--- src/hdl/sagl_pkg.sv ---
`timescale 1ns / 1ps
package sagl_pkg;
    localparam int SAMPLE_BITS_DEF = 24;
    localparam int COEF_BITS_DEF = 24;
    localparam int GAIN_BITS = 19;
    localparam int CFG_IDX_BITS = 3;
    localparam int CFG_DATA_BITS = 32;

    localparam logic [2:0] REG_LEVEL_ATTACK = 3'd0;
    localparam logic [2:0] REG_LEVEL_RELEASE = 3'd1;
    localparam logic [2:0] REG_GAIN_DOWN = 3'd2;
    localparam logic [2:0] REG_GAIN_UP = 3'd3;
    localparam logic [2:0] REG_STRENGTH = 3'd4;
    localparam logic [2:0] REG_OUT_LEVEL = 3'd5;
    localparam logic [2:0] REG_THRESHOLD = 3'd6;
    localparam logic [2:0] REG_CEILING = 3'd7;

    localparam logic [18:0] UNITY = 19'd65536;
    localparam logic [14:0] PEAK_FACTOR = 15'd22938;
    localparam logic [13:0] TARGET_LEVEL = 14'd11796;
    localparam logic [18:0] MIN_LEVEL = 19'd786;
    localparam logic [18:0] MIN_GAIN = 19'd13107;
    localparam logic [18:0] MAX_GAIN = 19'd294912;
    localparam logic [16:0] MIN_OUT_LEVEL = 17'd6554;

    // Datapath operations, each issued by one controller state.
    localparam logic [3:0] OP_NONE = 4'd0;
    localparam logic [3:0] OP_LOAD = 4'd1;
    localparam logic [3:0] OP_SQ = 4'd2;
    localparam logic [3:0] OP_SQRT = 4'd3;
    localparam logic [3:0] OP_ENV = 4'd4;
    localparam logic [3:0] OP_DIV = 4'd5;
    localparam logic [3:0] OP_BLEND = 4'd6;
    localparam logic [3:0] OP_GAIN = 4'd7;
    localparam logic [3:0] OP_SCALE1 = 4'd8;
    localparam logic [3:0] OP_SCALE2 = 4'd9;
    localparam logic [3:0] OP_SHAPE = 4'd10;

    typedef struct packed {
        logic [3:0] op;
        logic       first;
    } sagl_cmd_t;

    typedef struct packed {
        logic step_done;
    } sagl_stat_t;
endpackage

--- src/hdl/sagl_ctrl.sv ---
`timescale 1ns / 1ps
module sagl_ctrl (
    input  logic                 aclk,
    input  logic                 aresetn,
    input  logic                 in_fire,
    input  logic                 out_busy,
    output logic                 in_ready,
    output logic                 out_load,
    output sagl_pkg::sagl_cmd_t  cmd,
    input  sagl_pkg::sagl_stat_t stat
);
    localparam logic [3:0] ST_IDLE = 4'd0;
    localparam logic [3:0] ST_SQ = 4'd1;
    localparam logic [3:0] ST_SQRT = 4'd2;
    localparam logic [3:0] ST_ENV = 4'd3;
    localparam logic [3:0] ST_DIV = 4'd4;
    localparam logic [3:0] ST_BLEND = 4'd5;
    localparam logic [3:0] ST_GAIN = 4'd6;
    localparam logic [3:0] ST_SC1 = 4'd7;
    localparam logic [3:0] ST_SC2 = 4'd8;
    localparam logic [3:0] ST_SHAPE = 4'd9;
    localparam logic [3:0] ST_OUT = 4'd10;

    logic [3:0] state_reg, state_next;
    logic       first_reg, first_next;

    always_comb begin
        state_next = state_reg;
        first_next = 1'b0;
        cmd.op = sagl_pkg::OP_NONE;
        cmd.first = first_reg;
        in_ready = 1'b0;
        out_load = 1'b0;
        case (state_reg)
            ST_IDLE: begin
                in_ready = 1'b1;
                if (in_fire) begin
                    cmd.op = sagl_pkg::OP_LOAD;
                    state_next = ST_SQ;
                end
            end
            ST_SQ: begin
                cmd.op = sagl_pkg::OP_SQ;
                state_next = ST_SQRT;
                first_next = 1'b1;
            end
            ST_SQRT: begin
                cmd.op = sagl_pkg::OP_SQRT;
                if (stat.step_done) state_next = ST_ENV;
            end
            ST_ENV: begin
                cmd.op = sagl_pkg::OP_ENV;
                state_next = ST_DIV;
                first_next = 1'b1;
            end
            ST_DIV: begin
                cmd.op = sagl_pkg::OP_DIV;
                if (stat.step_done) state_next = ST_BLEND;
            end
            ST_BLEND: begin
                cmd.op = sagl_pkg::OP_BLEND;
                state_next = ST_GAIN;
            end
            ST_GAIN: begin
                cmd.op = sagl_pkg::OP_GAIN;
                state_next = ST_SC1;
            end
            ST_SC1: begin
                cmd.op = sagl_pkg::OP_SCALE1;
                state_next = ST_SC2;
            end
            ST_SC2: begin
                cmd.op = sagl_pkg::OP_SCALE2;
                state_next = ST_SHAPE;
                first_next = 1'b1;
            end
            ST_SHAPE: begin
                cmd.op = sagl_pkg::OP_SHAPE;
                if (stat.step_done) state_next = ST_OUT;
            end
            ST_OUT: begin
                if (!out_busy) begin
                    out_load = 1'b1;
                    state_next = ST_IDLE;
                end
            end
            default: state_next = ST_IDLE;
        endcase
    end

    always_ff @(posedge aclk) begin
        if (!aresetn) begin
            state_reg <= ST_IDLE;
            first_reg <= 1'b0;
        end else begin
            state_reg <= state_next;
            first_reg <= first_next;
        end
    end

    a_ready_idle: assert property (@(posedge aclk) disable iff (!aresetn)
        in_ready |-> state_reg == ST_IDLE)
        else $error("ready outside idle");
    a_fire_starts: assert property (@(posedge aclk) disable iff (!aresetn)
        in_fire |=> state_reg == ST_SQ)
        else $error("accepted request did not start work");
    a_load_once: assert property (@(posedge aclk) disable iff (!aresetn)
        out_load |=> state_reg == ST_IDLE)
        else $error("result load did not return to idle");
endmodule

--- config.mk ---
export PLATFORM = sky130hd
export DESIGN_NAME = sagl_ctrl
export DESIGN_NICKNAME = d
export VERILOG_FILES = /design/src/hdl/sagl_pkg.sv /design/src/hdl/sagl_ctrl.sv
export SDC_FILE = /design/constraint.sdc
export NUM_CORES = 1
export LEC_CHECK = 0
export BUFFER_PORTS_ARGS = -buffer_cell sky130_fd_sc_hd__buf_2
export CORE_UTILIZATION = 30
export DETAILED_ROUTE_END_ITERATION = 10
export GPL_TIMING_DRIVEN = 0
export PLACE_DENSITY = 0.49
export SLEW_MARGIN = 20
export SYNTH_ARGS = -nofsm -noshare
export SYNTH_HDL_FRONTEND = slang
export SYNTH_SLANG_ARGS = --single-unit
--- constraint.sdc ---
create_clock -name aclk -period 1.8 [get_ports aclk]
set_clock_uncertainty 0.1 [all_clocks]
set_input_delay 0.09 -clock aclk [delete_from_list [all_inputs] [get_ports aclk]]
set_output_delay 0.09 -clock aclk [all_outputs]
set_load 0.005 [all_outputs]
==> summary.md, run 1 <==
| Metric | Value |
|---|---|
| Outcome | finished clean |
| Sw frac | 41.03% |
| Design Area, Final | 514.2 um^2 |
| Initial antenna violation count | 0 |
| Area Overhead vs Synth | 24.17% |
| CP endpoint kind | primary output |
| Row cnt | 13 |
| CTS root buffer | clkbuf_4 |
| Top post-synthesis cells by area | dfxtp_1 24%, buf_4 7.3%, o32ai_4 6.6%, buf_2 4.8%, o311a_1 4.8% |
| Leakage Power | 0.2302 nW |
| Rel. slew slack | 79.00% |
| Library cells used by synthesis | 28 |
| Flop pwr share | 20.7% |
| WP data required | 1.61 ns |
| Post-Synth Adder-Cell Area | 0% |
| Int Power | 0.5236 mW |
| Fin cells | 82 |
| Synth warn | 0 |
| Final period utilization | 89.41% |
| Critical path, cell by cell | buf_2, nand2_1, xor2_1, nor2_1, buf_4, buf_2 |
| Max FO, Critical Path | 10 |
| Placed Cells | 78 |
| Final hold viol count | 0 |
| Vias in the first global route | 339 |
| # setup viols final | 0 |
| Final core area utilization | 40.02% |
| Core footprint | 1285 um^2 |
| CTS clk-pin slew, worst paths | 0.04 ns |
| Top delay family on crit path | buffers and inverters |
| Post-synth top area cell | dfxtp_1 |
| Grt total ovfl | 0 |
| First-pass GRT wire length | 1414 um |
| RSZ-0062 raised after global routing | false |
| CP Class | reg -> out |
| Via count | 396 |
| Critical path's largest stage delay | 0.39 ns |
| Critical Path AT | 1.42 ns |
| Mux contribution to synthesized area | 0% |
| Share of layout cells above drive strength 1 | 35.82% |
| EDFF count, synth | 0 |
| MaxCap Viol Count | 0 |
| Ant diodes | 0 |
| CP bufs+invs | 3 |
| Reg-to-reg slack, setup | 0.24 ns |
| Nets | 73 |
| Hpwl dp | 691.7 um |
| Num ports | 12 |
| Power share of the combinational group | 65.0% |
| Worst-Margin Slew | 0.3144 ns |
| Die Ht | 39.16 um |
| Largest net degree at the start of global routing | 11 |
| Prevailing post-synth register cell | dfxtp_1 |
| Seq cells post-synth | 5 |
| Critical Path End | cmd[3] |
| ANT nets after route | 0 |
| Clk network pwr share | 14.3% |
| Syn Inst Count | 52 |
| R2R depth | 5 |
| Worst r2r dst | state_reg[1] |
| Worst path slowest cell | dfxtp_1 |
| Post-synthesis cell area | 414.1 um^2 |
| Hold_buf cts | 0 |
| Largest family of logic cells by synthesized area | compound AO/OA/AOI/OAI gates |
| Synth Area in Simple Gates | 25.38% |
| Fin. max-slew vios | 0 |
| Port Buf Inserts | 11 |
| Pre-Repair DR Iteration Count | 2 |
| Total power | 0.8880 mW |
| Reg-to-Reg Start | state_reg[1] |
| CP Launch Type | register |
| CP Launch Point | state_reg[1] |
| Ys async rst share | 0% |
| CP Depth | 6 |
| All-Layer GR Usage | 13.71% |
| CTS H-Tree Depth | 1 |
| Fin Hold WS | 0.02694 ns |
| Final worst slack | 0.1906 ns |
| Fillers | 137 |
| CTS max path bufs | 2 |
| Area after DPL | 488.0 um^2 |
| # DRC | 0 |
| Post-synthesis xor/xnor area fraction | 6.344% |
| Synth Area per Inst | 7.964 um^2 |
| Clock latency on the worst-skew pair | 0.24 ns |
| Minimum clock period | 1.609 ns |
| Synth top area share | 24.17% |
| Detailed Route Iter0 Violations | 3 |
| CTS sink cnt | 5 |
| Max reg flops | 4 |
| Peak VDD IR | 555.4 uV |
| Initial Util | 32.23% |
| Post-synthesis sequential area ratio | 24.17% |
| CP dominant cell by count | buf_2 |
| Pre-CTS WS | 0.2455 ns |
| Max Clk Rate | 0.6214 GHz |
| GPL Wtd Cong | 0.7445 |
| Total Die Area | 1533 um^2 |
| Post-Route WL | 901 um |
| Worst hold path type | in -> reg |
| PD cells | 1727 nW/um^2 |
| Cts bufs inserted | 3 |
| Die width | 39.16 um |
| Synth Net Count | 57 |
| Post-synthesis compound-gate area fraction | 30.21% |
| Setup TNS | 0 ns |
| Psw | 0.3644 mW |
| Wirelength per Cell | 10.99 um |
| CTS tree | done |
| Avg Vias per Cell | 4.829 |
| Synth cell count leaders | 5 x dfxtp_1, 5 x nand2_1, 4 x buf_2, 4 x buf_4, 4 x nor2_1 |
[kinds of logic after synthesis]
| logic type | Yosys count |
|---|---|
| compound gates | 14 |
| simple gates | 20 |
| buf+inv | 10 |
| xor+xnor | 3 |
| flops | 5 |
[how the worst min path moves through the flow]
stage,from,to,cells past startpoint
after global routing,aresetn,state_reg[0],2
final,aresetn,state_reg[0],2
after floorplan,aresetn,state_reg[0],1
after global placement,aresetn,state_reg[2],2
after detailed placement,aresetn,state_reg[0],2
after CTS,aresetn,state_reg[0],2
[worst reg2reg max path, delay by kind of cell, from the launching register on]
family,cells,cell delay (ns)
buffers and inverters,1,0.24
AOI/OAI and AO/OA,3,0.59
DFF,1,0.39
and+or+nand+nor,1,0.13
[what timing repair did]
| item | CTS | global route |
|---|---|---|
| hold endpoints to repair | 0 | 0 |
| resized for setup | 0 | 1 |
| setup buffers | 0 | 0 |
| setup endpoints to repair | 0 | 1 |
[cells in the final DEF (no fill, tap or decap), types with 2 or more instances in the layout]
cell type  netlist  routed
buf_2            4      15
nand2_1          5       5
dfxtp_1          5       5
nor2_1           4       4
buf_4            4       4
clkbuf_4         0       3
nand3_1          2       2
o21ai_1          1       2
xnor2_1          2       2
o21ai_0          3       2
inv_1            2       2
or3_1            2       2
o311a_1          2       2
[cell type report]
type	instances	area, um^2	area share, %
Multi-Input combinational cell	37	256.5	49.88
Tap cell	15	18.77	3.650
Sequential cell	5	100.1	19.46
Buffer	8	50.05	9.732
Timing Repair Buffer	11	55.05	10.71
Inverter	2	7.507	1.460
Clock buffer	4	26.28	5.109
[power groups by stage]
stage                     registers [mW]  clock network, mW  logic [mW]
after floorplan                    0.176                  0       0.434
after global placement             0.189                  0       0.575
after detailed placement           0.186                  0       0.576
after CTS                          0.184              0.133       0.578
after global routing               0.190              0.138       0.644
final                              0.184              0.127       0.577
[metal layers]
layer / global-route usage (%) / share of wire, % / vias up
met3: 3.468 / 3.6 / 0
met1: 18.28 / 49 / 170
met4: 5.172 / 0 / 0
met2: 20.83 / 48 / 11
li1: - / - / 215
met5: 0 / 0 / -
No activity file was read; power rests on OpenSTA's default activity.
==> run 2: changes to the inputs <==
PLACE_DENSITY = default   (was 0.49)
PLACE_DENSITY_LB_ADDON = 0.12   (was default)
==> summary.md, run 2 (synthesis gave the netlist of run 1 again) <==
| Metric | Value |
|---|---|
| Outcome | finished clean |
| Cts bufs inserted | 3 |
| Hpwl dp | 692.9 um |
| CP endpoint kind | primary output |
| Share of layout cells above drive strength 1 | 35.82% |
| Seq. cell area | 100.1 um^2 |
| Max reg flops | 4 |
| CP Class | reg -> out |
| Reg-to-reg slack, setup | 0.26 ns |
| CTS root buffer | clkbuf_4 |
| Final hold viol count | 0 |
| Final worst slack | 0.1521 ns |
| Wirelength per Cell | 11.05 um |
| Worst hold path type | in -> reg |
| All-Layer GR Usage | 14.54% |
| MaxCap Viol Count | 0 |
| Design Area, Final | 514.2 um^2 |
| Grt total ovfl | 0 |
| Peak VDD IR | 487.3 uV |
| CTS max path bufs | 2 |
| # DRC | 0 |
| # setup viols final | 0 |
| Critical Path AT | 1.46 ns |
| CTS H-Tree Depth | 1 |
| Area Overhead vs Synth | 24.17% |
| Max Clk Rate | 0.6068 GHz |
| Fin. max-slew vios | 0 |
| RSZ-0062 raised after global routing | false |
| GPL Wtd Cong | 0.7075 |
| CP Launch Type | register |
| Port Buf Inserts | 11 |
| Clock latency on the worst-skew pair | 0.24 ns |
| Setup TNS | 0 ns |
| Detailed Route Iter0 Violations | 8 |
| Row cnt | 13 |
| Fillers | 139 |
| Footprint of the multi-input gates | 256.5 um^2 |
| CTS tree | done |
| Final period utilization | 91.55% |
| Worst-Margin Slew | 0.3152 ns |
| PD cells | 1717 nW/um^2 |
| CP Launch Point | state_reg[1] |
| Area after DPL | 488.0 um^2 |
| Rel. slew slack | 78.94% |
| Leakage Power | 0.2299 nW |
| Vias in the first global route | 322 |
| WP data required | 1.61 ns |
| ANT nets after route | 0 |
| Nets | 73 |
| Pre-CTS WS | 0.2622 ns |
| Post-Route WL | 906 um |
| Via count | 407 |
| Pre-Repair DR Iteration Count | 4 |
| Die Ht | 39.16 um |
| CTS clk-pin slew, worst paths | 0.04 ns |
| CTS sink cnt | 5 |
| Num ports | 12 |
| Commonest cells after routing, fill and taps aside | 15 x buf_2, 5 x nand2_1, 5 x dfxtp_1, 4 x nor2_1, 4 x buf_4 |
| Initial antenna violation count | 0 |
| Avg Vias per Cell | 4.963 |
| Ant diodes | 0 |
| Reg-to-Reg Start | state_reg[1] |
| Core footprint | 1285 um^2 |
| Largest net degree at the start of global routing | 11 |
| Post-cts sizing count | 0 |
| Hold_buf cts | 0 |
| Commonest non-fill, non-tap cell in the layout | buf_2 |
| First-pass GRT wire length | 1483 um |
| Total Die Area | 1533 um^2 |
| Minimum clock period | 1.648 ns |
| Min-delay src | aresetn |
| Max FO, Critical Path | 10 |
| Post-CTS Setup Inserts | 0 |
| Initial Util | 32.23% |
| Die width | 39.16 um |
## run 2: cell counts in the layout (fill, tap and decap cells not counted)
No cell type changed its count.
## run 2: worst max-delay path, cell delays in order (launching register included)
cell and delay, ns:
dfxtp_1 0.38, buf_2 0.24, nand3_1 0.09, o21ai_0 0.26, buf_4 0.16, buf_2 0.10
## run 2: metrics by stage
| step | std cells | total power [mW] | hold WS (ns) | utilization (%) |
|---|---|---|---|---|
| final | 82 | 0.8827 | 0.02872 | 40.02 |
| after global routing | 82 | 0.9761 | 0.02762 | 40.02 |
| after global placement | 78 | 0.7620 | 0.2756 | 37.97 |
| after floorplan | 52 | 0.6104 | 0.1077 | - |
| after detailed placement | 78 | 0.7610 | 0.2803 | 37.97 |
| after CTS | 82 | 0.8952 | 0.02949 | 40.02 |
## run 2: cell type report
type / count / share of cell area (%)
plain buffers: 8 / 9.732
clock buffers: 4 / 5.109
inverters: 2 / 1.460
multi-input cells: 37 / 49.88
flip-flops and latches: 5 / 19.46
well taps: 15 / 3.650
repair buffers: 11 / 10.71
## run 2: layer usage
metal	up-vias	track usage, %	routed length, um
met5	-	0	0
met4	0	2.586	0
met3	0	6.936	37
met2	11	22.08	443
met1	184	18.62	425
li1	212	-	-
## run 2: final timing paths
path / to / cells past startpoint
hold reg to reg: first_reg / 2
setup reg to reg: state_reg[1] / 5
setup / recovery: cmd[4] / 5
hold / removal: state_reg[2] / 2
## run 2: power breakdown
group | switching, mW | internal (mW)
combinational | 0.286 | 0.287
clock | 0.0422 | 0.0836
sequential | 0.0316 | 0.153
==> run 3: changes to the inputs <==
BUFFER_PORTS_ARGS = default   (was -buffer_cell sky130_fd_sc_hd__buf_2)
DONT_BUFFER_PORTS = 1   (was default)
==> summary.md, run 3 (synthesis gave the netlist of run 1 again) <==
| Metric | Value |
|---|---|
| Fin. max-slew vios | 0 |
| Seq. cell area | 100.1 um^2 |
| Worst hold path type | in -> reg |
| # DRC | 0 |
| Worst path slowest cell | dfxtp_1 |
| Critical path's largest stage delay | 0.39 ns |
| Avg Vias per Cell | 5.264 |
| WP data required | 1.61 ns |
| Hold_buf cts | 1 |
| Post-CTS Setup Inserts | 0 |
| CP endpoint kind | primary output |
| Critical path, cell by cell | buf_2, nand3_1, o21ai_0, buf_4 |
| Peak VDD IR | 501.8 uV |
| Vias in the first global route | 353 |
| Nets | 63 |
| Initial Util | 32.23% |
| Final hold viol count | 0 |
| Grt total ovfl | 0 |
| Worst r2r dst | state_reg[1] |
| Via count | 379 |
| Rel. slew slack | 76.86% |
| Hpwl dp | 668.4 um |
| All-Layer GR Usage | 14.54% |
| Clock latency on the worst-skew pair | 0.24 ns |
| CTS H-Tree Depth | 1 |
| Max reg flops | 4 |
| RSZ-0062 raised after global routing | false |
| Die Ht | 39.16 um |
| Critical Path AT | 1.39 ns |
| Core footprint | 1285 um^2 |
| Final core area utilization | 36.51% |
| CTS root buffer | clkbuf_4 |
| Setup TNS | 0 ns |
| Num ports | 12 |
| Post-Route WL | 934 um |
| Die width | 39.16 um |
| Port Buf Inserts | 0 |
| Cts bufs inserted | 3 |
| MaxCap Viol Count | 0 |
| Reg-to-reg slack, setup | 0.27 ns |
| ANT nets after route | 0 |
| Minimum clock period | 1.582 ns |
| Row cnt | 13 |
| Area Overhead vs Synth | 13.29% |
| Worst-Margin Slew | 0.3423 ns |
| CP Launch Type | register |
| Pre-Repair DR Iteration Count | 4 |
| Final period utilization | 87.88% |
| PD cells | 1751 nW/um^2 |
| Reg-to-Reg Start | state_reg[1] |
| CTS max path bufs | 2 |
| # setup viols final | 0 |
| Hold path depth | 3 |
| Min-delay src | stat |
| Fillers | 139 |
| GPL Wtd Cong | 0.6892 |
| Worst Hold Path EP | state_reg[0] |
| Total Die Area | 1533 um^2 |
| Leakage Power | 0.1850 nW |
| Detailed Route Iter0 Violations | 8 |
| Outcome | finished clean |
| Commonest cells after routing, fill and taps aside | 5 x nand2_1, 5 x dfxtp_1, 4 x buf_2, 4 x nor2_1, 4 x buf_4 |
| Largest net degree at the start of global routing | 11 |
| Ant diodes | 0 |
| Total power | 0.8216 mW |
| R2R depth | 5 |
| Max Clk Rate | 0.6322 GHz |
| First-pass GRT wire length | 1469 um |
| Max FO, Critical Path | 10 |
| Post-cts sizing count | 0 |
| Footprint of the multi-input gates | 256.5 um^2 |
| CTS tree | done |
| Wirelength per Cell | 12.97 um |
| CTS clk-pin slew, worst paths | 0.04 ns |
| CTS sink cnt | 5 |
| Share of layout cells above drive strength 1 | 22.81% |
| CP Class | reg -> out |
| Initial antenna violation count | 0 |
run 3: worst max-delay path by stage:
stage                 startpoint           end  slack, ns  cells after the start
global route        state_reg[1]        cmd[4]       0.09                      4
floorplan           state_reg[1]  state_reg[1]       0.39                      4
global placement    state_reg[1]  state_reg[1]       0.27                      5
detailed placement  state_reg[1]  state_reg[3]       0.28                      5
finish              state_reg[1]        cmd[4]       0.22                      4
CTS                 state_reg[1]        cmd[4]       0.22                      4
run 3: worst max-delay path, delay by kind of cell (launching register included):
kind                   cells  cell delay [ns]
AOI/OAI and AO/OA          1             0.26
buffers and inverters      2             0.41
DFF                        1             0.39
and+or+nand+nor            1             0.09
run 3: per-stage QoR:
stage	area (um^2)	hold WS, ns	worst slack, ns	cells
after global placement	432.9	0.1152	0.2665	67
after floorplan	414.1	0.1077	0.3886	52
after detailed placement	432.9	0.1137	0.2788	67
final	469.2	0.07949	0.2182	72
after global routing	469.2	0.09148	0.09327	72
after CTS	469.2	0.06866	0.2219	72
run 3: power by group:
group	switching [mW]	internal, mW
combinational	0.272	0.236
sequential	0.0321	0.152
clock	0.0459	0.0838
run 3: area by class of cell:
| class | count | share of cell area [%] |
|---|---|---|
| multi-input cells | 37 | 54.67 |
| plain buffers | 8 | 10.67 |
| clock buffers | 4 | 5.600 |
| inverters | 2 | 1.600 |
| well taps | 15 | 4.000 |
| repair buffers | 1 | 2.133 |
| flip-flops and latches | 5 | 21.33 |
run 3: per-layer routing:
metal	share of wire, %	global-route usage [%]	vias to the layer above
li1	-	-	194
met1	46	17.24	169
met2	45	23.33	14
met3	7.9	5.780	2
met4	1.8	5.172	0
met5	0	0	-
